## src/sv/lbsm_pkg.sv

```systemverilog
package lbsm_pkg;

	localparam int COLOR_W   = 15;
	localparam int CH_W      = 5;
	localparam int NUM_CH    = 3;
	localparam int NUM_BG    = 4;
	localparam int NUM_LAYER = NUM_BG + 1;
	localparam int NUM_PRIO  = 4;
	localparam int NUM_POS   = NUM_PRIO * NUM_LAYER;
	localparam int LAYER_W   = 3;
	localparam int BACKDROP_BIT = 5;

	localparam logic [LAYER_W-1:0] LAYER_SPRITE = 3'd4;
	localparam logic [CH_W-1:0]    CH_MAX       = 5'd31;
	localparam logic [CH_W-1:0]    WEIGHT_CAP   = 5'd17;

	typedef logic [COLOR_W-1:0] color_t;
	typedef logic [LAYER_W-1:0] layer_t;

	typedef enum logic [1:0] {
		MODE_NONE  = 2'b00,
		MODE_ALPHA = 2'b01,
		MODE_WHITE = 2'b10,
		MODE_BLACK = 2'b11
	} mode_t;

	typedef enum logic [2:0] {
		REG_LAYER_ENABLE  = 3'd0,
		REG_BG_PRIORITIES = 3'd1,
		REG_BLEND_MODE    = 3'd2,
		REG_FIRST_TARGET  = 3'd3,
		REG_SECOND_TARGET = 3'd4,
		REG_ALPHA_FIRST   = 3'd5,
		REG_ALPHA_SECOND  = 3'd6,
		REG_FADE_WEIGHT   = 3'd7
	} reg_idx_t;

	typedef struct packed {
		logic [4:0] layer_enable;
		logic [7:0] bg_priorities;
		mode_t      blend_mode;
		logic [5:0] first_target_mask;
		logic [5:0] second_target_mask;
		logic [4:0] alpha_weight_first;
		logic [4:0] alpha_weight_second;
		logic [4:0] fade_weight;
	} cfg_t;

	typedef struct packed {
		color_t [NUM_BG-1:0] bg_color;
		logic [NUM_BG-1:0]   bg_opaque;
		color_t              sprite_color;
		logic                sprite_opaque;
		logic [1:0]          sprite_priority;
		logic                sprite_semi;
		color_t              backdrop_color;
	} pix_t;

	typedef struct packed {
		logic   do_alpha;
		logic   do_fade;
		layer_t layer;
		color_t a_color;
		color_t b_color;
	} sel_t;

	typedef struct packed {
		logic   modified;
		layer_t target_layer;
		color_t new_color;
	} res_t;

	function automatic logic [CH_W-1:0] cap_weight(input logic [CH_W-1:0] w);
		return (w > WEIGHT_CAP) ? WEIGHT_CAP : w;
	endfunction

endpackage

```

## src/sv/lbsm_cfg_regs.sv

```systemverilog
module lbsm_cfg_regs
	import lbsm_pkg::*;
(
	input  logic        clk,
	input  logic        arst_n,
	input  logic        psel,
	input  logic        penable,
	input  logic        pwrite,
	input  logic [4:0]  paddr,
	input  logic [31:0] pwdata,
	output logic [31:0] prdata,
	output logic        pready,
	output cfg_t        cfg
);

	cfg_t     cfg_q;
	reg_idx_t idx;
	logic     wr;

	assign idx    = reg_idx_t'(paddr[4:2]);
	assign wr     = psel & penable & pwrite;
	assign pready = 1'b1;
	assign cfg    = cfg_q;

	always_ff @(posedge clk or negedge arst_n) begin
		if (!arst_n) begin
			cfg_q <= '0;
		end else if (wr) begin
			unique case (idx)
				REG_LAYER_ENABLE:  cfg_q.layer_enable        <= pwdata[4:0];
				REG_BG_PRIORITIES: cfg_q.bg_priorities       <= pwdata[7:0];
				REG_BLEND_MODE:    cfg_q.blend_mode          <= mode_t'(pwdata[1:0]);
				REG_FIRST_TARGET:  cfg_q.first_target_mask   <= pwdata[5:0];
				REG_SECOND_TARGET: cfg_q.second_target_mask  <= pwdata[5:0];
				REG_ALPHA_FIRST:   cfg_q.alpha_weight_first  <= pwdata[4:0];
				REG_ALPHA_SECOND:  cfg_q.alpha_weight_second <= pwdata[4:0];
				REG_FADE_WEIGHT:   cfg_q.fade_weight         <= pwdata[4:0];
				default:           cfg_q <= cfg_q;
			endcase
		end
	end

	always_comb begin
		unique case (idx)
			REG_LAYER_ENABLE:  prdata = 32'(cfg_q.layer_enable);
			REG_BG_PRIORITIES: prdata = 32'(cfg_q.bg_priorities);
			REG_BLEND_MODE:    prdata = 32'(cfg_q.blend_mode);
			REG_FIRST_TARGET:  prdata = 32'(cfg_q.first_target_mask);
			REG_SECOND_TARGET: prdata = 32'(cfg_q.second_target_mask);
			REG_ALPHA_FIRST:   prdata = 32'(cfg_q.alpha_weight_first);
			REG_ALPHA_SECOND:  prdata = 32'(cfg_q.alpha_weight_second);
			REG_FADE_WEIGHT:   prdata = 32'(cfg_q.fade_weight);
			default:           prdata = '0;
		endcase
	end

endmodule

```

## src/sv/lbsm_layer_select.sv

```systemverilog
module lbsm_layer_select
	import lbsm_pkg::*;
(
	input  cfg_t cfg,
	input  pix_t pix,
	output sel_t sel
);

	localparam int POS_W = $clog2(NUM_POS);

	always_comb begin : pick
		logic                 spr_vis;
		logic                 pre_a;
		logic [NUM_LAYER-1:0] cnt;
		logic [1:0]           prio [NUM_LAYER];
		color_t               col [NUM_LAYER];
		layer_t               pos_lyr [NUM_POS];
		logic [NUM_POS-1:0]   hit;
		logic [NUM_POS-1:0]   first_oh;
		logic [NUM_POS-1:0]   rest;
		logic [NUM_POS-1:0]   second_oh;
		layer_t               l1;
		layer_t               l2;
		logic                 f1;
		logic                 f2;
		logic                 a_ok;
		layer_t               a_layer;
		color_t               a_col;
		logic                 b_valid;
		layer_t               b_layer;
		logic                 b_ok;
		color_t               b_col;
		logic                 pair_ok;
		logic                 single_ok;
		layer_t               s_layer;
		color_t               s_col;
		layer_t               first_bg;
		logic [POS_W-1:0]     n;
		logic                 fade_mode;

		spr_vis = cfg.layer_enable[NUM_BG] & pix.sprite_opaque;
		pre_a   = spr_vis & pix.sprite_semi;

		for (int k = 0; k < NUM_BG; k++) begin
			cnt[k]  = cfg.layer_enable[k] & pix.bg_opaque[k];
			prio[k] = cfg.bg_priorities[2*k +: 2];
			col[k]  = pix.bg_color[k];
		end
		cnt[NUM_BG]  = spr_vis & ~pix.sprite_semi;
		prio[NUM_BG] = pix.sprite_priority;
		col[NUM_BG]  = pix.sprite_color;

		// walk order: per priority level, sprite first, then backgrounds
		for (int pr = 0; pr < NUM_PRIO; pr++) begin
			for (int s = 0; s < NUM_LAYER; s++) begin
				n = POS_W'(pr * NUM_LAYER + s);
				pos_lyr[n] = (s == 0) ? LAYER_SPRITE : LAYER_W'(s - 1);
				hit[n] = cnt[pos_lyr[n]] && (prio[pos_lyr[n]] == 2'(pr));
			end
		end

		first_oh  = hit & (~hit + NUM_POS'(1));
		rest      = hit & ~first_oh;
		second_oh = rest & (~rest + NUM_POS'(1));
		f1 = |hit;
		f2 = |rest;
		l1 = '0;
		l2 = '0;
		for (int i = 0; i < NUM_POS; i++) begin
			if (first_oh[i])  l1 = l1 | pos_lyr[i];
			if (second_oh[i]) l2 = l2 | pos_lyr[i];
		end

		// alpha pair
		a_ok    = pre_a | (f1 & cfg.first_target_mask[l1]);
		a_layer = pre_a ? LAYER_SPRITE : l1;
		a_col   = pre_a ? pix.sprite_color : col[l1];
		b_valid = pre_a ? f1 : f2;
		b_layer = pre_a ? l1 : l2;
		b_ok    = b_valid ? cfg.second_target_mask[b_layer]
		                  : cfg.second_target_mask[BACKDROP_BIT];
		b_col   = b_valid ? col[b_layer] : pix.backdrop_color;
		pair_ok = a_ok & b_ok;

		// single target for fades
		first_bg = '0;
		for (int k = NUM_BG - 1; k >= 0; k--) begin
			if (cfg.layer_enable[k]) first_bg = LAYER_W'(k);
		end
		if (pre_a) begin
			single_ok = 1'b1;
			s_layer   = LAYER_SPRITE;
			s_col     = pix.sprite_color;
		end else if (f1) begin
			single_ok = cfg.first_target_mask[l1];
			s_layer   = l1;
			s_col     = col[l1];
		end else begin
			single_ok = cfg.first_target_mask[BACKDROP_BIT] & (|cfg.layer_enable[NUM_BG-1:0]);
			s_layer   = first_bg;
			s_col     = pix.backdrop_color;
		end

		fade_mode    = (cfg.blend_mode == MODE_WHITE) || (cfg.blend_mode == MODE_BLACK);
		sel.do_alpha = pair_ok & (pix.sprite_semi | (cfg.blend_mode == MODE_ALPHA));
		sel.do_fade  = ~sel.do_alpha & fade_mode & single_ok;
		sel.layer    = sel.do_alpha ? a_layer : s_layer;
		sel.a_color  = sel.do_alpha ? a_col : s_col;
		sel.b_color  = b_col;
	end

endmodule

```

## src/sv/lbsm_color_mix.sv

```systemverilog
module lbsm_color_mix
	import lbsm_pkg::*;
(
	input  cfg_t cfg,
	input  sel_t sel,
	output res_t res
);

	always_comb begin : mix
		logic [CH_W-1:0] ea;
		logic [CH_W-1:0] eb;
		logic [CH_W-1:0] ey;
		logic [CH_W-1:0] ca;
		logic [CH_W-1:0] cb;
		logic [CH_W-1:0] inv;
		logic [9:0]      pa;
		logic [9:0]      pb;
		logic [9:0]      pw;
		logic [9:0]      pk;
		logic [10:0]     asum;
		logic [6:0]      wsum;
		logic [5:0]      d;
		logic [CH_W-1:0] t;
		color_t          out;

		ea  = cap_weight(cfg.alpha_weight_first);
		eb  = cap_weight(cfg.alpha_weight_second);
		ey  = cap_weight(cfg.fade_weight);
		out = '0;
		for (int k = 0; k < NUM_CH; k++) begin
			ca   = sel.a_color[CH_W*k +: CH_W];
			cb   = sel.b_color[CH_W*k +: CH_W];
			inv  = CH_MAX - ca;
			pa   = 10'(ca) * 10'(ea);
			pb   = 10'(cb) * 10'(eb);
			pw   = 10'(inv) * 10'(ey);
			pk   = 10'(ca) * 10'(ey);
			asum = 11'(pa) + 11'(pb);
			wsum = 7'(ca) + 7'(pw[9:4]);
			d    = pk[9:4];
			if (sel.do_alpha) begin
				t = (asum[10:4] > 7'(CH_MAX)) ? CH_MAX : asum[8:4];
			end else if (cfg.blend_mode == MODE_WHITE) begin
				t = (wsum > 7'(CH_MAX)) ? CH_MAX : wsum[4:0];
			end else begin
				t = (d > 6'(ca)) ? '0 : (ca - d[4:0]);
			end
			out[CH_W*k +: CH_W] = t;
		end

		res.modified     = sel.do_alpha | sel.do_fade;
		res.target_layer = res.modified ? sel.layer : '0;
		res.new_color    = res.modified ? out : '0;
	end

endmodule

```

## src/sv/layer_blend_select_and_mix.sv

```systemverilog
// Colour special effects for one pixel per request.
// Input channel (in_valid / in_stall): four background colours with opaque
// bits, the sprite pixel and the backdrop colour. Output channel
// (out_valid / out_stall): one result per request, giving whether a layer
// pixel was replaced, which layer, and its new colour.
// Configuration: APB write/read, registers at byte address 4*i, pready tied
// high. The user must change registers only while no request is in flight;
// the block itself does not enforce this. An accepted request sits in the
// input register; its result is loaded into the output register, from which
// the receiver takes it. Throughput: one request per cycle while out_stall is
// low, set by the single layer-select and mix stage between the two registers.
// When the receiver stalls, the output register holds its result and the
// input register still takes one more request; in_stall rises only when both
// are full and out_stall is high.
// Reset clears all configuration registers to zero (no effect, nothing
// enabled) and empties both pipeline registers.
module layer_blend_select_and_mix
	import lbsm_pkg::*;
(
	input  logic        clk,
	input  logic        arst_n,
	input  logic        psel,
	input  logic        penable,
	input  logic        pwrite,
	input  logic [4:0]  paddr,
	input  logic [31:0] pwdata,
	output logic [31:0] prdata,
	output logic        pready,
	input  logic        in_valid,
	output logic        in_stall,
	input  logic [14:0] bg0_color,
	input  logic [14:0] bg1_color,
	input  logic [14:0] bg2_color,
	input  logic [14:0] bg3_color,
	input  logic [3:0]  bg_opaque,
	input  logic [14:0] sprite_color,
	input  logic        sprite_opaque,
	input  logic [1:0]  sprite_priority,
	input  logic        sprite_semi,
	input  logic [14:0] backdrop_color,
	output logic        out_valid,
	input  logic        out_stall,
	output logic        modified,
	output logic [2:0]  target_layer,
	output logic [14:0] new_color
);

	cfg_t cfg;
	pix_t pix_s1;
	sel_t sel;
	res_t res;
	res_t res_s2;
	logic v_s1;
	logic v_s2;
	logic s1_ready;
	logic s2_ready;

	lbsm_cfg_regs u_cfg (
		.clk     (clk),
		.arst_n  (arst_n),
		.psel    (psel),
		.penable (penable),
		.pwrite  (pwrite),
		.paddr   (paddr),
		.pwdata  (pwdata),
		.prdata  (prdata),
		.pready  (pready),
		.cfg     (cfg)
	);

	lbsm_layer_select u_sel (
		.cfg (cfg),
		.pix (pix_s1),
		.sel (sel)
	);

	lbsm_color_mix u_mix (
		.cfg (cfg),
		.sel (sel),
		.res (res)
	);

	assign s2_ready = ~v_s2 | ~out_stall;
	assign s1_ready = ~v_s1 | s2_ready;
	assign in_stall = ~s1_ready;

	always_ff @(posedge clk or negedge arst_n) begin
		if (!arst_n) begin
			v_s1 <= 1'b0;
			v_s2 <= 1'b0;
		end else begin
			if (s1_ready) v_s1 <= in_valid;
			if (s2_ready) v_s2 <= v_s1;
		end
	end

	always_ff @(posedge clk) begin
		if (in_valid && s1_ready) begin
			pix_s1.bg_color[0]     <= bg0_color;
			pix_s1.bg_color[1]     <= bg1_color;
			pix_s1.bg_color[2]     <= bg2_color;
			pix_s1.bg_color[3]     <= bg3_color;
			pix_s1.bg_opaque       <= bg_opaque;
			pix_s1.sprite_color    <= sprite_color;
			pix_s1.sprite_opaque   <= sprite_opaque;
			pix_s1.sprite_priority <= sprite_priority;
			pix_s1.sprite_semi     <= sprite_semi;
			pix_s1.backdrop_color  <= backdrop_color;
		end
		if (v_s1 && s2_ready) res_s2 <= res;
	end

	assign out_valid    = v_s2;
	assign modified     = res_s2.modified;
	assign target_layer = res_s2.target_layer;
	assign new_color    = res_s2.new_color;

	a_zero_when_unmodified: assert property (@(posedge clk) disable iff (!arst_n)
		out_valid && !modified |-> target_layer == '0 && new_color == '0)
		else $error("unmodified result carries non-zero fields");

	a_layer_range: assert property (@(posedge clk) disable iff (!arst_n)
		out_valid && modified |-> target_layer <= LAYER_SPRITE)
		else $error("target layer out of range");

	a_no_effect_mode: assert property (@(posedge clk) disable iff (!arst_n)
		v_s1 && cfg.blend_mode == MODE_NONE && !pix_s1.sprite_semi |-> !res.modified)
		else $error("effect applied with mode none and no semi-transparent sprite");

	a_s1_hold: assert property (@(posedge clk) disable iff (!arst_n)
		v_s1 && !s2_ready |=> v_s1 && $stable(pix_s1))
		else $error("input register lost a blocked request");

	a_fx_exclusive: assert property (@(posedge clk) disable iff (!arst_n)
		v_s1 |-> $onehot0({sel.do_alpha, sel.do_fade}))
		else $error("alpha and fade selected together");

endmodule

```

## config.mk

```make
export PLATFORM = sky130hd
export DESIGN_NAME = layer_blend_select_and_mix
export DESIGN_NICKNAME = d
export VERILOG_FILES = /design/src/sv/lbsm_pkg.sv /design/src/sv/lbsm_cfg_regs.sv /design/src/sv/lbsm_layer_select.sv /design/src/sv/lbsm_color_mix.sv /design/src/sv/layer_blend_select_and_mix.sv
export SDC_FILE = /design/constraint.sdc
export NUM_CORES = 1
export LEC_CHECK = 0
export BUFFER_PORTS_ARGS = -buffer_cell sky130_fd_sc_hd__buf_2
export CAP_MARGIN = 5
export CELL_PAD_IN_SITES_DETAIL_PLACEMENT = 1
export CELL_PAD_IN_SITES_GLOBAL_PLACEMENT = 2
export CORE_AREA = 2 2 241 243
export DETAILED_ROUTE_END_ITERATION = 8
export DIE_AREA = 0 0 243 245
export PLACE_DENSITY = 0.76
export SETUP_SLACK_MARGIN = 0.4
export SLEW_MARGIN = 0
export SYNTH_ARGS = -nofsm -noshare
export SYNTH_HDL_FRONTEND = slang
export SYNTH_SLANG_ARGS = --single-unit
```

## constraint.sdc

```tcl
create_clock -name clk -period 9.2 [get_ports clk]
set_clock_uncertainty 0.2 [all_clocks]
set_input_delay 1.84 -clock clk [delete_from_list [all_inputs] [get_ports clk]]
set_output_delay 1.84 -clock clk [all_outputs]
set_load 0.1 [all_outputs]
```

==> results_dict.tcl, run 1 <==
set metrics [dict create \
    ys_seq_area_frac 0.234 \
    dpl.hpwl_um 51300 \
    ys_types 115 \
    leakage_uw 0.0116 \
    root_buffer "clkbuf_16" \
    synth.area.mux_share 0.0635 \
    die_area_um2 59500 \
    dr.pass1.iters 5 \
    drive_gt1_frac 0.290 \
    clk_latency_ns 0.48 \
    synth_top_area_frac 0.178 \
    synthXorXnorAreaFrac 0.0275 \
    worstPathArrival_ns 8.92 \
    synth_compound_area_frac 0.128 \
    yosysMostFrequentCell "inv_1" \
    grt_max_degree 85 \
    synthesis.area_um2 19700 \
    hold_end "out_valid" \
    yosys.area_share.simple 0.175 \
    drv_cap 0 \
    setup_viol 0 \
    rr_worst_depth 37 \
    synth_flop_cell "edfxtp_1" \
    rsz0062_at_grt "true" \
    vias 16800 \
    netlist_top_cells_area "edfxtp_1 18%, fa_1 15%, ha_1 14%" \
    synth_top_family_by_area "adder cells" \
    end_kind "flop" \
    vdd_drop_max_mv 0.213 \
    synth_area_leader_cell "edfxtp_1" \
    antenna_found_initial 1 \
    hold_depth 1 \
    worst_r2r_endpoint "new_color[2]" \
    rows 88 \
    synthCells 2125 \
    portBuffers 144 \
    initial_core_util 0.346 \
    cpPeakStageDelay_ns 0.51 \
    setup_ws_ns 0.399 \
    cts_htree_levels 4 \
    cts_inserted_buffers 17 \
    cts_tree "built" \
    fmax_ghz 0.114 \
    place_congestion 0.854 \
    slew_violations 0 \
    die_h_um 245 \
    drt_iter0_drc 798 \
    ys_ff_latch 161 \
    cp_num_buf_inv 8 \
    max_slew.worst_pin.slew_ns 1.09 \
    slew_headroom 0.269 \
    critPathLaunchType "flop" \
    drcViolationCount 0 \
    ant_nets 0 \
    wirelength_um 65700 \
    cp_max_fo 7 \
    grt_pass1_wl_um 102000 \
    crit_path_top_delay_cell "fa_1" \
    crit_required_ns 9.32 \
    synthTopCellsByCount "246 x inv_1, 228 x ha_1, 216 x nor2_1, 180 x nand2_1, 144 x fa_1" \
    wire_per_inst_um 20.4 \
    synth_area_per_cell_um2 9.28 \
    worstSetupPathType "flop to flop" \
    path_clk_slew_ns 0.08 \
    overflow 0 \
    pre_cts_ws_ns -0.119 \
    regToRegStartpoint "u_cfg.cfg[32]" \
    grt_pass1_vias 18100 \
    io_pins 196 \
    p_per_area_nw_per_um2 395 \
    synth_warnings 0 \
    synth_edf_count 117 \
    fin_nets 2951 \
    cts.path.max_buffers 2 \
    die_width_um 243 \
    core-area_um2 57000 \
    grtUsageTotal 0.219 \
    min_period_ns 8.80 \
    cp_common_cell "buf_4" \
    hold_class "flop to flop" \
    dp.cells 3119 \
    vias_per_cell 5.21 \
    holdCritStartpoint "v_s1" \
    instances_no_fill 3216 \
    clkSinkCount 161 \
    async_flop_share 0.273 \
    finalHoldViolations 0 \
    status "completed" \
    area_delta_synth_final_pct 24.1 \
    rrSetupSlack_ns 0.40 \
    synth-adder-area-share 0.293 \
    finalCritPeriodShare 0.957 \
    path_delay_family "simple AND/OR/NAND/NOR gates" \
]
## registers in the layout (all words and copies together), names as in the netlist
register / flops
new_color: 15
modified: 1
out_valid: 1
v_s1: 1
target_layer: 3
pix_s1: 98
u_cfg.cfg: 42
## cell families after synthesis
family,Yosys count
AO/OA/AOI/OAI,364
AND/OR/NAND/NOR,685
flip-flops,161
buffers and inverters,364
XOR/XNOR,62
multiplexers,112
adder cells (fa/ha/maj),375
other,2
## per-stage QoR
stage          power [uW]  hold slack [ns]  TNS [ns]  area (um2)  utilization
2_1_floorplan        5630            0.243         0       19800            -
3_5_place_dp         7640            0.292    -0.262       22200        0.389
4_1_cts              8880            0.303         0       23300        0.409
3_3_place_gp         7440            0.265         0       22200        0.389
5_1_grt             10600            0.322         0       24500        0.429
6_report             9660            0.294         0       24500        0.429
## what timing repair did
action,in CTS,in global routing
hold buffers,0,0
setup buffers,22,41
cloned,0,1
pin swaps,49,97
gates resized for setup,94,155
endpoints found under the setup margin,15,15
## final cells by class
type / count / area (um2)
clock buffer: 17 / 425
fill: 6607 / 32600
sequential: 161 / 4630
inverter: 256 / 963
timing repair buffer: 378 / 2580
clock inverter: 15 / 190
antenna: 1 / 2.50
multi-input combinational: 1623 / 14700
tap: 765 / 957
## cells in the final DEF (no fill, tap or decap), drive strengths merged, types with 41 or more instances in the layout
master / netlist / layout
a21oi: 106 / 106
and2: 43 / 43
buf: 57 / 377
dfrtp: 44 / 44
edfxtp: 117 / 117
fa: 144 / 144
ha: 228 / 228
inv: 256 / 262
mux2: 64 / 64
mux2i: 44 / 44
nand2: 182 / 182
nand2b: 44 / 44
nor2: 217 / 217
o21ai: 66 / 66
xnor2: 41 / 41
## report_power, final
group | total [uW] | leakage [uW] | internal, uW | switching (uW)
Clock | 758 | 0.000293 | 391 | 367
Sequential | 1020 | 0.00167 | 909 | 109
Combinational | 7880 | 0.00962 | 3390 | 4500
Total | 9660 | 0.0116 | 4690 | 4970
## worst register-to-register path, delay by kind of cell (launching register included)
family | cells | cell delay [ns]
xor+xnor | 1 | 0.16
fa+ha+maj | 6 | 2.22
simple gates | 11 | 2.40
compound gates | 11 | 2.05
flops | 1 | 0.44
buf+inv | 8 | 1.18
## routing by layer
layer  up-vias  GRT usage  wire length [um]
met2       318      0.376             31900
met1      8491      0.293             30300
met3        62     0.0232              2140
met5         -          0                 0
met4         0     0.0568              1420
li1       7891          -                 -
## worst max path at each step
stage	start	end	slack [ns]	cells after the start
6_report	u_cfg.cfg[32]	new_color[2]	0.40	37
5_1_grt	u_cfg.cfg[32]	new_color[11]	0.16	39
4_1_cts	u_cfg.cfg[31]	new_color[2]	0.37	38
3_5_place_dp	pix_s1[18]	new_color[1]	-0.12	31
3_3_place_gp	u_cfg.cfg[41]	new_color[1]	0.09	31
2_1_floorplan	pix_s1[37]	new_color[14]	0.57	37
Note: power is estimated with default switching activity, not from simulation.
==> inputs of run 2 (changes only) <==
--- a/config.mk
+++ b/config.mk
@@ -6,13 +6,12 @@
 export NUM_CORES = 1
 export LEC_CHECK = 0
 export BUFFER_PORTS_ARGS = -buffer_cell sky130_fd_sc_hd__buf_2
-export CAP_MARGIN = 5
 export CELL_PAD_IN_SITES_DETAIL_PLACEMENT = 1
 export CELL_PAD_IN_SITES_GLOBAL_PLACEMENT = 2
 export CORE_AREA = 2 2 241 243
 export DETAILED_ROUTE_END_ITERATION = 8
 export DIE_AREA = 0 0 243 245
-export PLACE_DENSITY = 0.76
+export PLACE_DENSITY_LB_ADDON = 0.1
 export SETUP_SLACK_MARGIN = 0.4
 export SLEW_MARGIN = 0
 export SYNTH_ARGS = -nofsm -noshare
==> results_dict.tcl, run 2 (synthesis gave the netlist of run 1 again) <==
set metrics [dict create \
    status "completed" \
    crit_path_top_delay_cell "fa_1" \
    n_antenna_cell 0 \
    cts.path.max_buffers 2 \
    cts_inserted_buffers 17 \
    hold_end "out_valid" \
    area_delta_synth_final_pct 22.3 \
    grt_pass1_wl_um 102000 \
    cp_max_fo 6 \
    drt_iter0_drc 640 \
    dr_wl_met2_um 31500 \
    critPathLaunchType "flop" \
    core-area_um2 57000 \
    vias_per_cell 5.17 \
    cp_common_cell "fa_1" \
    fin_nets 2910 \
    hold_depth 1 \
    setup_tns_ns 0 \
    drive_gt1_frac 0.276 \
    worstSetupPathType "flop to flop" \
    min_period_ns 8.87 \
    top_layer "met4" \
    cts_tree "built" \
    cpPeakStageDelay_ns 0.56 \
    slew_headroom 0.277 \
    ant_nets 0 \
    rsz0062_at_grt "true" \
    path_clk_slew_ns 0.07 \
    swShare 0.524 \
    grt_pass1_vias 17800 \
    post_dp_cell_area_um2 22100 \
    nFillCells 6591 \
    critPathLaunch "u_cfg.cfg[32]" \
    final_common_cell "inv_1" \
    rr_worst_depth 35 \
    clk_latency_ns 0.49 \
    postCtsHoldBufs 0 \
    crit_required_ns 9.33 \
    wire_per_inst_um 20.7 \
    slew_violations 0 \
    drcViolationCount 0 \
    wirelength_um 65800 \
    wl_met1_um 30900 \
    rows 88 \
    final_cell_area_um2 24100 \
    drv_cap 0 \
    regToRegStartpoint "u_cfg.cfg[32]" \
    clkPwrFrac 0.081 \
    p_per_area_nw_per_um2 387 \
    top_register "pix_s1" \
    leakage_uw 0.0114 \
    die_area_um2 59500 \
    power.total_uw 9340 \
    root_buffer "clkbuf_16" \
    switching_power_uw 4890 \
    dr_wl_met3_um 1810 \
    path_delay_family "adder cells" \
    finalCritPeriodShare 0.964 \
    cts_htree_levels 4 \
    worstPathArrival_ns 9.00 \
    vias 16400 \
    fmax_ghz 0.113 \
    io_pins 196 \
    overflow 0 \
    finalHoldViolations 0 \
    vdd_drop_max_mv 0.207 \
    power_frac_seq 0.107 \
    place_congestion 0.847 \
    largest_register_ffs 98 \
    rrSetupSlack_ns 0.33 \
    hold_class "flop to flop" \
    setup_viol 0 \
    clkSinkCount 161 \
    die_width_um 243 \
    fin_util 0.423 \
    holdCritStartpoint "v_s1" \
    initial_core_util 0.346 \
    dr.pass1.iters 4 \
    portBuffers 144 \
    worst_r2r_endpoint "new_color[11]" \
    antenna_found_initial 1 \
    max_slew.worst_pin.slew_ns 1.08 \
    dpl.hpwl_um 53000 \
    cp_num_buf_inv 6 \
    p_int_uw 4450 \
    end_kind "flop" \
    final_cell_mix "236 x inv_1, 209 x nor2_1, 208 x ha_1" \
    die_h_um 245 \
    grt_max_degree 76 \
    combPwrFrac 0.812 \
    grtUsageTotal 0.223 \
]
run 2: what timing repair did:
action / in CTS / in global routing
buffers inserted: 8 / 21
gates cloned: 0 / 1
endpoints found under the setup margin: 15 / 15
pin swaps: 38 / 100
gates resized for setup: 89 / 152
hold endpoints to repair: 0 / 0
run 2: routing by layer:
layer,vias to the layer above,GRT usage
li1,7825,-
met1,8285,0.292
met2,227,0.380
met3,60,0.0350
met4,0,0.0671
met5,-,0
run 2: power groups by stage:
| stage | clock network, uW | registers [uW] | logic (uW) |
|---|---|---|---|
| 2_1_floorplan | 0 | 1200 | 4430 |
| 3_3_place_gp | 0 | 1010 | 6420 |
| 3_5_place_dp | 0 | 1020 | 6580 |
| 4_1_cts | 780 | 1000 | 6940 |
| 5_1_grt | 801 | 1010 | 8490 |
| 6_report | 754 | 1000 | 7590 |
run 2: through the flow:
stage	hold slack [ns]	setup slack (ns)	cells
after global routing	0.330	0.109	3174
after detailed placement	0.294	-0.143	3112
after floorplan	0.243	0.574	2148
after CTS	0.306	0.335	3152
final	0.305	0.335	3174
after global placement	0.258	0.0220	3112
run 2: worst max path at each step:
| stage | endpoint | slack [ns] | depth (start not counted) |
|---|---|---|---|
| finish | new_color[11] | 0.33 | 35 |
| global route | new_color[14] | 0.11 | 36 |
| CTS | new_color[11] | 0.33 | 36 |
| detailed placement | new_color[1] | -0.14 | 32 |
| global placement | new_color[1] | 0.02 | 32 |
| floorplan | new_color[14] | 0.57 | 37 |
run 2: final cells by class:
type / instances / area, um2 / share of cell area
clock buffer: 17 / 425 / 0.0176
clock inverter: 15 / 191 / 0.00794
inverter: 256 / 972 / 0.0403
multi-input combinational: 1623 / 14700 / 0.609
sequential: 161 / 4620 / 0.192
tap: 765 / 957 / 0.0397
timing repair buffer: 337 / 2260 / 0.0938
